--- config.mk ---
export PLATFORM = sky130hd
export DESIGN_NAME = tddl_ram
export DESIGN_NICKNAME = d
export VERILOG_FILES = /design/src/rtl/core/tddl_ram.sv
export SDC_FILE = /design/constraint.sdc
export NUM_CORES = 1
export LEC_CHECK = 0
export ABC_AREA = 1
export BUFFER_PORTS_ARGS = -buffer_cell sky130_fd_sc_hd__buf_4
export CAP_MARGIN = 20
export CORE_AREA = 2 2 103 105
export DETAILED_ROUTE_END_ITERATION = 8
export DIE_AREA = 0 0 105 107
export PLACE_DENSITY = 0.71
export SLEW_MARGIN = 25
export SYNTH_ARGS = -nofsm -noshare
export SYNTH_HDL_FRONTEND = slang
export SYNTH_SLANG_ARGS = --single-unit
export TNS_END_PERCENT = 5
--- constraint.sdc ---
create_clock -name clk -period 1.9 [get_ports clk]
set_clock_uncertainty 0.2 [all_clocks]
set_input_delay 0.38 -clock clk [delete_from_list [all_inputs] [get_ports clk]]
set_output_delay 0.38 -clock clk [all_outputs]
set_load 0.05 [all_outputs]
--- src/rtl/core/tddl_ram.sv ---
// ----------------------------------------------------------------------------
// tddl_ram: generic simple dual port RAM
// One write port, one read port, read data registered.
// ----------------------------------------------------------------------------
module tddl_ram #(
    parameter int unsigned WIDTH = 8,
    parameter int unsigned DEPTH = 16
) (
    input  logic                     clk,
    input  logic                     we,
    input  logic [$clog2(DEPTH)-1:0] waddr,
    input  logic [WIDTH-1:0]         wdata,
    input  logic [$clog2(DEPTH)-1:0] raddr,
    output logic [WIDTH-1:0]         rdata
);

    logic [WIDTH-1:0] mem [DEPTH];

    always_ff @(posedge clk)
    begin
        if (we)
        begin
            mem[waddr] <= wdata;
        end
        rdata <= mem[raddr];
    end

endmodule

==> results of run 1 <==
-- state kept, by name (all words and copies together), names as in the netlist --
register and count:
rdata 8, mem 128
-- layer usage --
layer	global-route usage (%)	up-vias	wire, microns
li1	-	1864	-
met1	30.5	1781	5110
met2	38.4	149	5950
met3	6.14	34	778
met4	11.6	0	428
met5	0	-	0
-- metrics by stage --
stage | utilization (%) | area (sq um) | setup WS, ns
after floorplan | - | 5770 | 0.369
after global placement | 61.2 | 6180 | 0.306
after detailed placement | 61.2 | 6180 | 0.291
after CTS | 68.2 | 6880 | 0.207
after global routing | 68.2 | 6880 | 0.203
final | 68.2 | 6880 | 0.222
-- kinds of logic after synthesis --
group	count (synthesis)	share of synthesized area, %
AND/OR/NAND/NOR	289	21.0
flip-flops	136	69.4
buffers and inverters	126	9.52
-- cell usage after synthesis --
cell type	count
edfxtp_1	128
buf_4	4
nand3b_1	2
buf_2	13
nand3_1	97
dfxtp_1	8
nand2_1	173
buf_1	1
buf_6	6
nor2_1	17
inv_1	100
inv_2	2
-- final cells by class --
class	count	area, sq um
sequential	136	4000
fill	747	3210
multi-input combinational	289	1210
clock buffer	19	432
timing repair buffer	50	430
inverter	102	383
clock inverter	13	249
tap	136	170
-- cells in the final DEF, fill, tap and decap left out, drive strengths merged --
master	synthesis	routed
nor2	17	17
clkinv	0	5
bufinv	0	7
dfxtp	8	8
nand2	173	173
clkbuf	0	19
inv	102	102
dlygate4sd3	0	2
edfxtp	128	128
nand3	97	97
buf	24	48
clkinvlp	0	1
nand3b	2	2
-- final timing paths --
path               endpoint  depth (start not counted)       start  slack [ns]
setup / recovery   rdata[2]                          1    rdata[2]        0.22
hold / removal    mem[7][1]                          1    wdata[1]        0.01
setup reg to reg   rdata[5]                          6   mem[2][5]        0.64
hold reg to reg    rdata[1]                          6  mem[13][1]        0.48
-- power breakdown --
| group | internal, uW | switching (uW) |
|---|---|---|
| Combinational | 156 | 351 |
| Clock | 2560 | 1170 |
| Sequential | 3350 | 19.7 |
==> results.tsv, run 1 <==
metric	value	unit
IO buf count	25	
status	finished, final reports clean	
max_cap viols	0	
CP Data Required Time	1.32	ns
largest net degree at the start of global routing	41	
drt first pass iters	4	
first-pass GRT wire length	19700	microns
die area	11200	sq um
Least-Margin Pin Slew	0.297	ns
layout cell share with drive strength beyond 1	13.1	%
Hold Vio Cnt, Final	0	
CORE AREA	10100	sq um
grt ovf	0	
H-tree levels	4	
final worst-path cycle share	88.3	%
number of global-route vias before repair	3772	
Initial DRC Count	231	
Post-CTS Setup Repair Bufs	0	
family with the most delay on the worst path	flip-flops	
Residual DRC	0	
Via-to-Cell Ratio	5.14	
clock sinks	136	
Ports	26	
Cells after DPL	711	
Worst setup SP type	flop	
Layout Nets	614	
Diodes inserted	0	
WS Path Type	flop to output pin	
Netlist cell types	12	
crit end category	output pin	
Slowest-stage cell, CP	dfxtp_1	
Detail Placement HPWL	7730	microns
Overall Power	7610	uW
GPL Wtd Cong	0.842	
Num CTS Buffers	17	
Root Buffer	clkbuf_8	
die height	107	microns
Post-Syn Area	5770	sq um
FF+latch count, synth	136	
Yosys top cell area share	66.7	%
row cnt	37	
fmax	596	MHz
Final Non-Filler Cells	745	
Area contributors post-synth	edfxtp_1, nand2_1, nand3_1	
synth-to-layout area growth	19.3	%
post-synth top area cell	edfxtp_1	
Max transition margin	80.2	%
Cells after Synth	551	
hold buffer count at cts	2	
CTS resizes	0	
Seq/Total Area, Yosys	69.4	%
Clock Pin Slew Worst Setup and Hold Paths	0.06	ns
final setup TNS	0	ns
leak pwr	0.00301	uW
WP buf/inv	1	
Die X	105	microns
initial antenna violation count	0	
final wirelength	12300	microns
crit-path max cell delay	0.36	ns
worst hold margin	0.0125	ns
via count	3828	
Avg Cell Area, Syn	10.5	sq um
CTS tree	built	
Hold Crit Class	primary input to flop	
clk_lat worst skew	0.52	ns
yosys warns	0	
final setup vio count	0	
Bufs on Longest Clock Path	2	
post-synth net total	569	
PD cells	1110	nW/um^2
ANT nets after route	0	
peak supply drop	1.07	mV
min cycle time layout	1.68	ns
worst-path maximum fanout	1	
DR WL/cell	16.5	microns
RSZ-0062 raised after global routing	no	
crit path cell chain	buf_4	
total track usage	23.9	%
Worst EP arrival	1.10	ns
Slew Viols, Final	0	
Starting Density	57.1	%
(Power assumes the default switching activity.)
==> inputs of run 2 (changes only) <==
==> constraint.sdc (replaced) <==
create_clock -name clk -period 1.8 [get_ports clk]
set_clock_uncertainty 0.2 [all_clocks]
set_input_delay 0.36 -clock clk [delete_from_list [all_inputs] [get_ports clk]]
set_output_delay 0.36 -clock clk [all_outputs]
set_load 0.05 [all_outputs]
==> results.tsv, run 2 (synthesis gave the netlist of run 1 again) <==
metric	value	unit
RSZ-0062 raised after global routing	no	
Hold Crit Class	primary input to flop	
leak pwr	0.00300	uW
largest net degree at the start of global routing	41	
CP Data Required Time	1.24	ns
final wirelength	12600	microns
row cnt	37	
final setup vio count	0	
total track usage	24.0	%
via count	3949	
layout cell share with drive strength beyond 1	13.1	%
initial antenna violation count	0	
Max transition margin	80.0	%
worst-path maximum fanout	1	
Worst setup SP type	flop	
status	finished, final reports clean	
number of global-route vias before repair	3916	
family with the most delay on the worst path	flip-flops	
fmax	611	MHz
WP buf/inv	1	
Slew Viols, Final	0	
clock sinks	136	
max reg flops	128	
Slowest-stage cell, CP	dfxtp_1	
IO buf count	25	
Diodes inserted	0	
Worst EP arrival	1.08	ns
most common cell after layout, fill and taps aside	nand2_1	
CTS tree	built	
grt ovf	0	
Die X	105	microns
pre-CTS setup slack	0.212	ns
register area	4000	sq um
die area	11200	sq um
Clock Pin Slew Worst Setup and Hold Paths	0.06	ns
Final WS setup	0.163	ns
multi-input logic area	1210	sq um
min cycle time layout	1.64	ns
Final Non-Filler Cells	752	
Starting Density	57.1	%
most frequent cells in the layout	nand2_1, edfxtp_1, inv_1	
final setup TNS	0	ns
clk_lat worst skew	0.52	ns
Top Registers	mem (128), rdata (8)	
FILL cells	733	
worst hold margin	0.0233	ns
crit-path max cell delay	0.35	ns
die height	107	microns
max_cap viols	0	
Post-CTS Setup Repair Bufs	0	
Via-to-Cell Ratio	5.25	
Overall Power	7490	uW
DR WL/cell	16.7	microns
drt first pass iters	5	
Cells after DPL	712	
Num CTS Buffers	17	
Layout Nets	621	
crit end category	output pin	
crit path cell chain	buf_4	
Least-Margin Pin Slew	0.299	ns
Root Buffer	clkbuf_8	
first-pass GRT wire length	19800	microns
final worst-path cycle share	91.0	%
Largest Register	mem	
ANT nets after route	0	
peak supply drop	0.989	mV
Residual DRC	0	
PD cells	1090	nW/um^2
synth-to-layout area growth	19.1	%
H-tree levels	4	
Initial DRC Count	355	
WS Path Type	flop to output pin	
Bufs on Longest Clock Path	2	
Hold Vio Cnt, Final	0	
Detail Placement HPWL	7690	microns
CORE AREA	10100	sq um
CTS resizes	0	
GPL Wtd Cong	0.827	
Ports	26	
run 2: report_power, final:
part / leakage, uW / total (uW) / switching, uW / internal, uW
Sequential: 0.00122 / 3560 / 20.8 / 3540
Combinational: 0.00149 / 554 / 376 / 178
Clock: 0.000281 / 3380 / 1240 / 2130
Total: 0.00300 / 7490 / 1640 / 5850
run 2: repair_timing:
| action | CTS | global route |
|---|---|---|
| hold endpoints to repair | 103 | 0 |
| hold buffers | 8 | 0 |
| setup endpoints to repair | 0 | 0 |
run 2: area by class of cell:
class | count | share of cell area, %
multi-input cells | 289 | 17.7
flip-flops and latches | 136 | 58.3
repair buffers | 57 | 7.43
well taps | 136 | 2.48
clock buffers | 19 | 6.29
clock inverters | 13 | 2.24
inverters | 102 | 5.58
run 2: final timing paths:
kind              start   endpoint  slack [ns]  depth (start not counted)
max            rdata[2]   rdata[2]        0.16                          1
min            wdata[3]  mem[2][3]        0.02                          1
max reg2reg   mem[1][0]   rdata[0]        0.54                          6
min reg2reg  mem[12][2]   rdata[2]        0.44                          6
run 2: routing by layer:
| metal | share of wire (%) | up-vias | wire (microns) | track usage [%] |
|---|---|---|---|---|
| met1 | 40 | 1849 | 4990 | 29.6 |
| li1 | - | 1875 | - | - |
| met3 | 7.3 | 38 | 921 | 6.38 |
| met2 | 50 | 187 | 6280 | 39.3 |
| met5 | 0 | - | 0 | 0 |
| met4 | 2.9 | 0 | 370 | 12.4 |
run 2: metrics by stage:
step           utilization, %  area [sq um]
3_3_place_gp             61.4          6200
6_report                 68.0          6870
5_1_grt                  68.0          6870
3_5_place_dp             61.4          6200
2_1_floorplan               -          5770
4_1_cts                  68.0          6870
==> inputs of run 3 (changes only) <==
--- a/config.mk
+++ b/config.mk
@@ -8,10 +8,12 @@
 export ABC_AREA = 1
 export BUFFER_PORTS_ARGS = -buffer_cell sky130_fd_sc_hd__buf_4
 export CAP_MARGIN = 20
-export CORE_AREA = 2 2 103 105
+export CELL_PAD_IN_SITES_DETAIL_PLACEMENT = 1
+export CELL_PAD_IN_SITES_GLOBAL_PLACEMENT = 1
+export CORE_AREA = 2 2 112 114
 export DETAILED_ROUTE_END_ITERATION = 8
-export DIE_AREA = 0 0 105 107
-export PLACE_DENSITY = 0.71
+export DIE_AREA = 0 0 114 116
+export PLACE_DENSITY = 0.74
 export SLEW_MARGIN = 25
 export SYNTH_ARGS = -nofsm -noshare
 export SYNTH_HDL_FRONTEND = slang
==> results.tsv, run 3 (synthesis gave the netlist of run 1 again) <==
metric	value	unit
Slowest-stage cell, CP	dfxtp_1	
worst-path maximum fanout	1	
total track usage	23.3	%
crit end category	output pin	
Ports	26	
row cnt	40	
final wirelength	14200	microns
status	finished, final reports clean	
Die X	114	microns
clock sinks	136	
CTS tree	built	
FILL cells	1281	
Detail Placement HPWL	8850	microns
Starting Density	48.4	%
H-tree levels	4	
Initial DRC Count	197	
Top Registers	mem (128), rdata (8)	
min cycle time layout	1.55	ns
CTS resizes	0	
crit-path max cell delay	0.36	ns
final worst-path cycle share	86.2	%
most common cell after layout, fill and taps aside	nand2_1	
drt first pass iters	6	
Post-DP Area	6230	sq um
WP buf/inv	1	
Hold Vio Cnt, Final	0	
fmax	645	MHz
hold buffer count at cts	0	
Bufs on Longest Clock Path	2	
part of the power in registers	47.9	%
RSZ-0062 raised after global routing	no	
leak pwr	0.00297	uW
Largest Register	mem	
clock network power share	44.6	%
first-pass GRT wire length	21900	microns
PD cells	1090	nW/um^2
DR WL/cell	18.8	microns
Residual DRC	0	
most frequent cells in the layout	nand2_1, edfxtp_1, inv_1	
GPL Wtd Cong	0.799	
Slew Viols, Final	0	
Layout Nets	613	
Via-to-Cell Ratio	5.08	
die area	13200	sq um
CP Data Required Time	1.24	ns
CORE AREA	11900	sq um
max reg flops	128	
Diodes inserted	0	
Sw Share	21.7	%
Hold Crit Class	primary input to flop	
final setup TNS	0	ns
grt ovf	0	
Switch Pwr	1620	uW
max_cap viols	0	
ANT nets after route	0	
cell-internal power	5830	uW
Root Buffer	clkbuf_16	
Gate power share	7.5	%
largest net degree at the start of global routing	65	
Worst EP arrival	0.99	ns
layout cell share with drive strength beyond 1	12.7	%
WS Path Type	flop to output pin	
Clock Pin Slew Worst Setup and Hold Paths	0.05	ns
via count	3838	
IO buf count	25	
final setup vio count	0	
clk_lat worst skew	0.42	ns
Worst setup SP type	flop	
Max transition margin	80.2	%
peak supply drop	0.703	mV
synth-to-layout area growth	17.9	%
initial antenna violation count	0	
number of global-route vias before repair	3965	
Num CTS Buffers	17	
Post-CTS Setup Repair Bufs	0	
family with the most delay on the worst path	flip-flops	
die height	116	microns
Least-Margin Pin Slew	0.297	ns
crit path cell chain	buf_4	
post-route cell area	6800	sq um
run 3: cell count changes in the layout (fill, tap and decap cells not counted), sizes merged:
cell / before / now
bufinv: 3 / 1
dlygate4sd3: 8 / 0
clkinv: 7 / 2
clkbuf: 19 / 29
clkinvlp: 3 / 0
run 3: per-layer routing:
metal | up-vias | share of wire (%) | global-route usage, %
met5 | - | 0 | 0
met4 | 0 | 2.0 | 9.27
met3 | 21 | 2.2 | 5.70
li1 | 1862 | - | -
met2 | 52 | 50 | 39.4
met1 | 1903 | 46 | 29.1
run 3: power by group through the flow:
stage	Clock, uW	Sequential [uW]	Combinational [uW]
CTS	3360	3570	563
floorplan	0	3700	250
detailed placement	0	3630	560
global route	3490	3570	606
global placement	0	3630	542
finish	3320	3570	555
run 3: final cells by class:
cell class	instances	area [sq um]	share of cell area, %
flip-flops and latches	136	4000	58.9
inverters	102	383	5.63
repair buffers	49	443	6.52
multi-input cells	289	1210	17.9
well taps	147	184	2.71
clock inverters	3	40.0	0.589
clock buffers	29	531	7.80
run 3: worst register-to-register path: stages (launching register included):
cell,delay (ns)
edfxtp_1,0.35
inv_1,0.07
nand2_1,0.06
nand3_1,0.11
nand3_1,0.12
nand3_1,0.16
nand2_1,0.06
run 3: metrics by stage:
stage / utilization [%] / std cells / setup WS, ns / hold slack (ns) / total power [uW]
2_1_floorplan: - / 551 / 0.289 / 0.259 / 3950
3_3_place_gp: 52.3 / 723 / 0.134 / 0.446 / 4170
3_5_place_dp: 52.3 / 723 / 0.106 / 0.483 / 4190
4_1_cts: 57.1 / 755 / 0.224 / 0.0630 / 7490
5_1_grt: 57.1 / 755 / 0.210 / 0.0884 / 7660
6_report: 57.1 / 755 / 0.249 / 0.0800 / 7440
run 3: worst paths after layout:
kind,startpoint,to,slack [ns],cells past startpoint
max,rdata[5],rdata[5],0.25,1
min,raddr[3],rdata[7],0.08,3
max reg2reg,mem[1][7],rdata[7],0.55,6
min reg2reg,mem[13][7],rdata[7],0.48,6
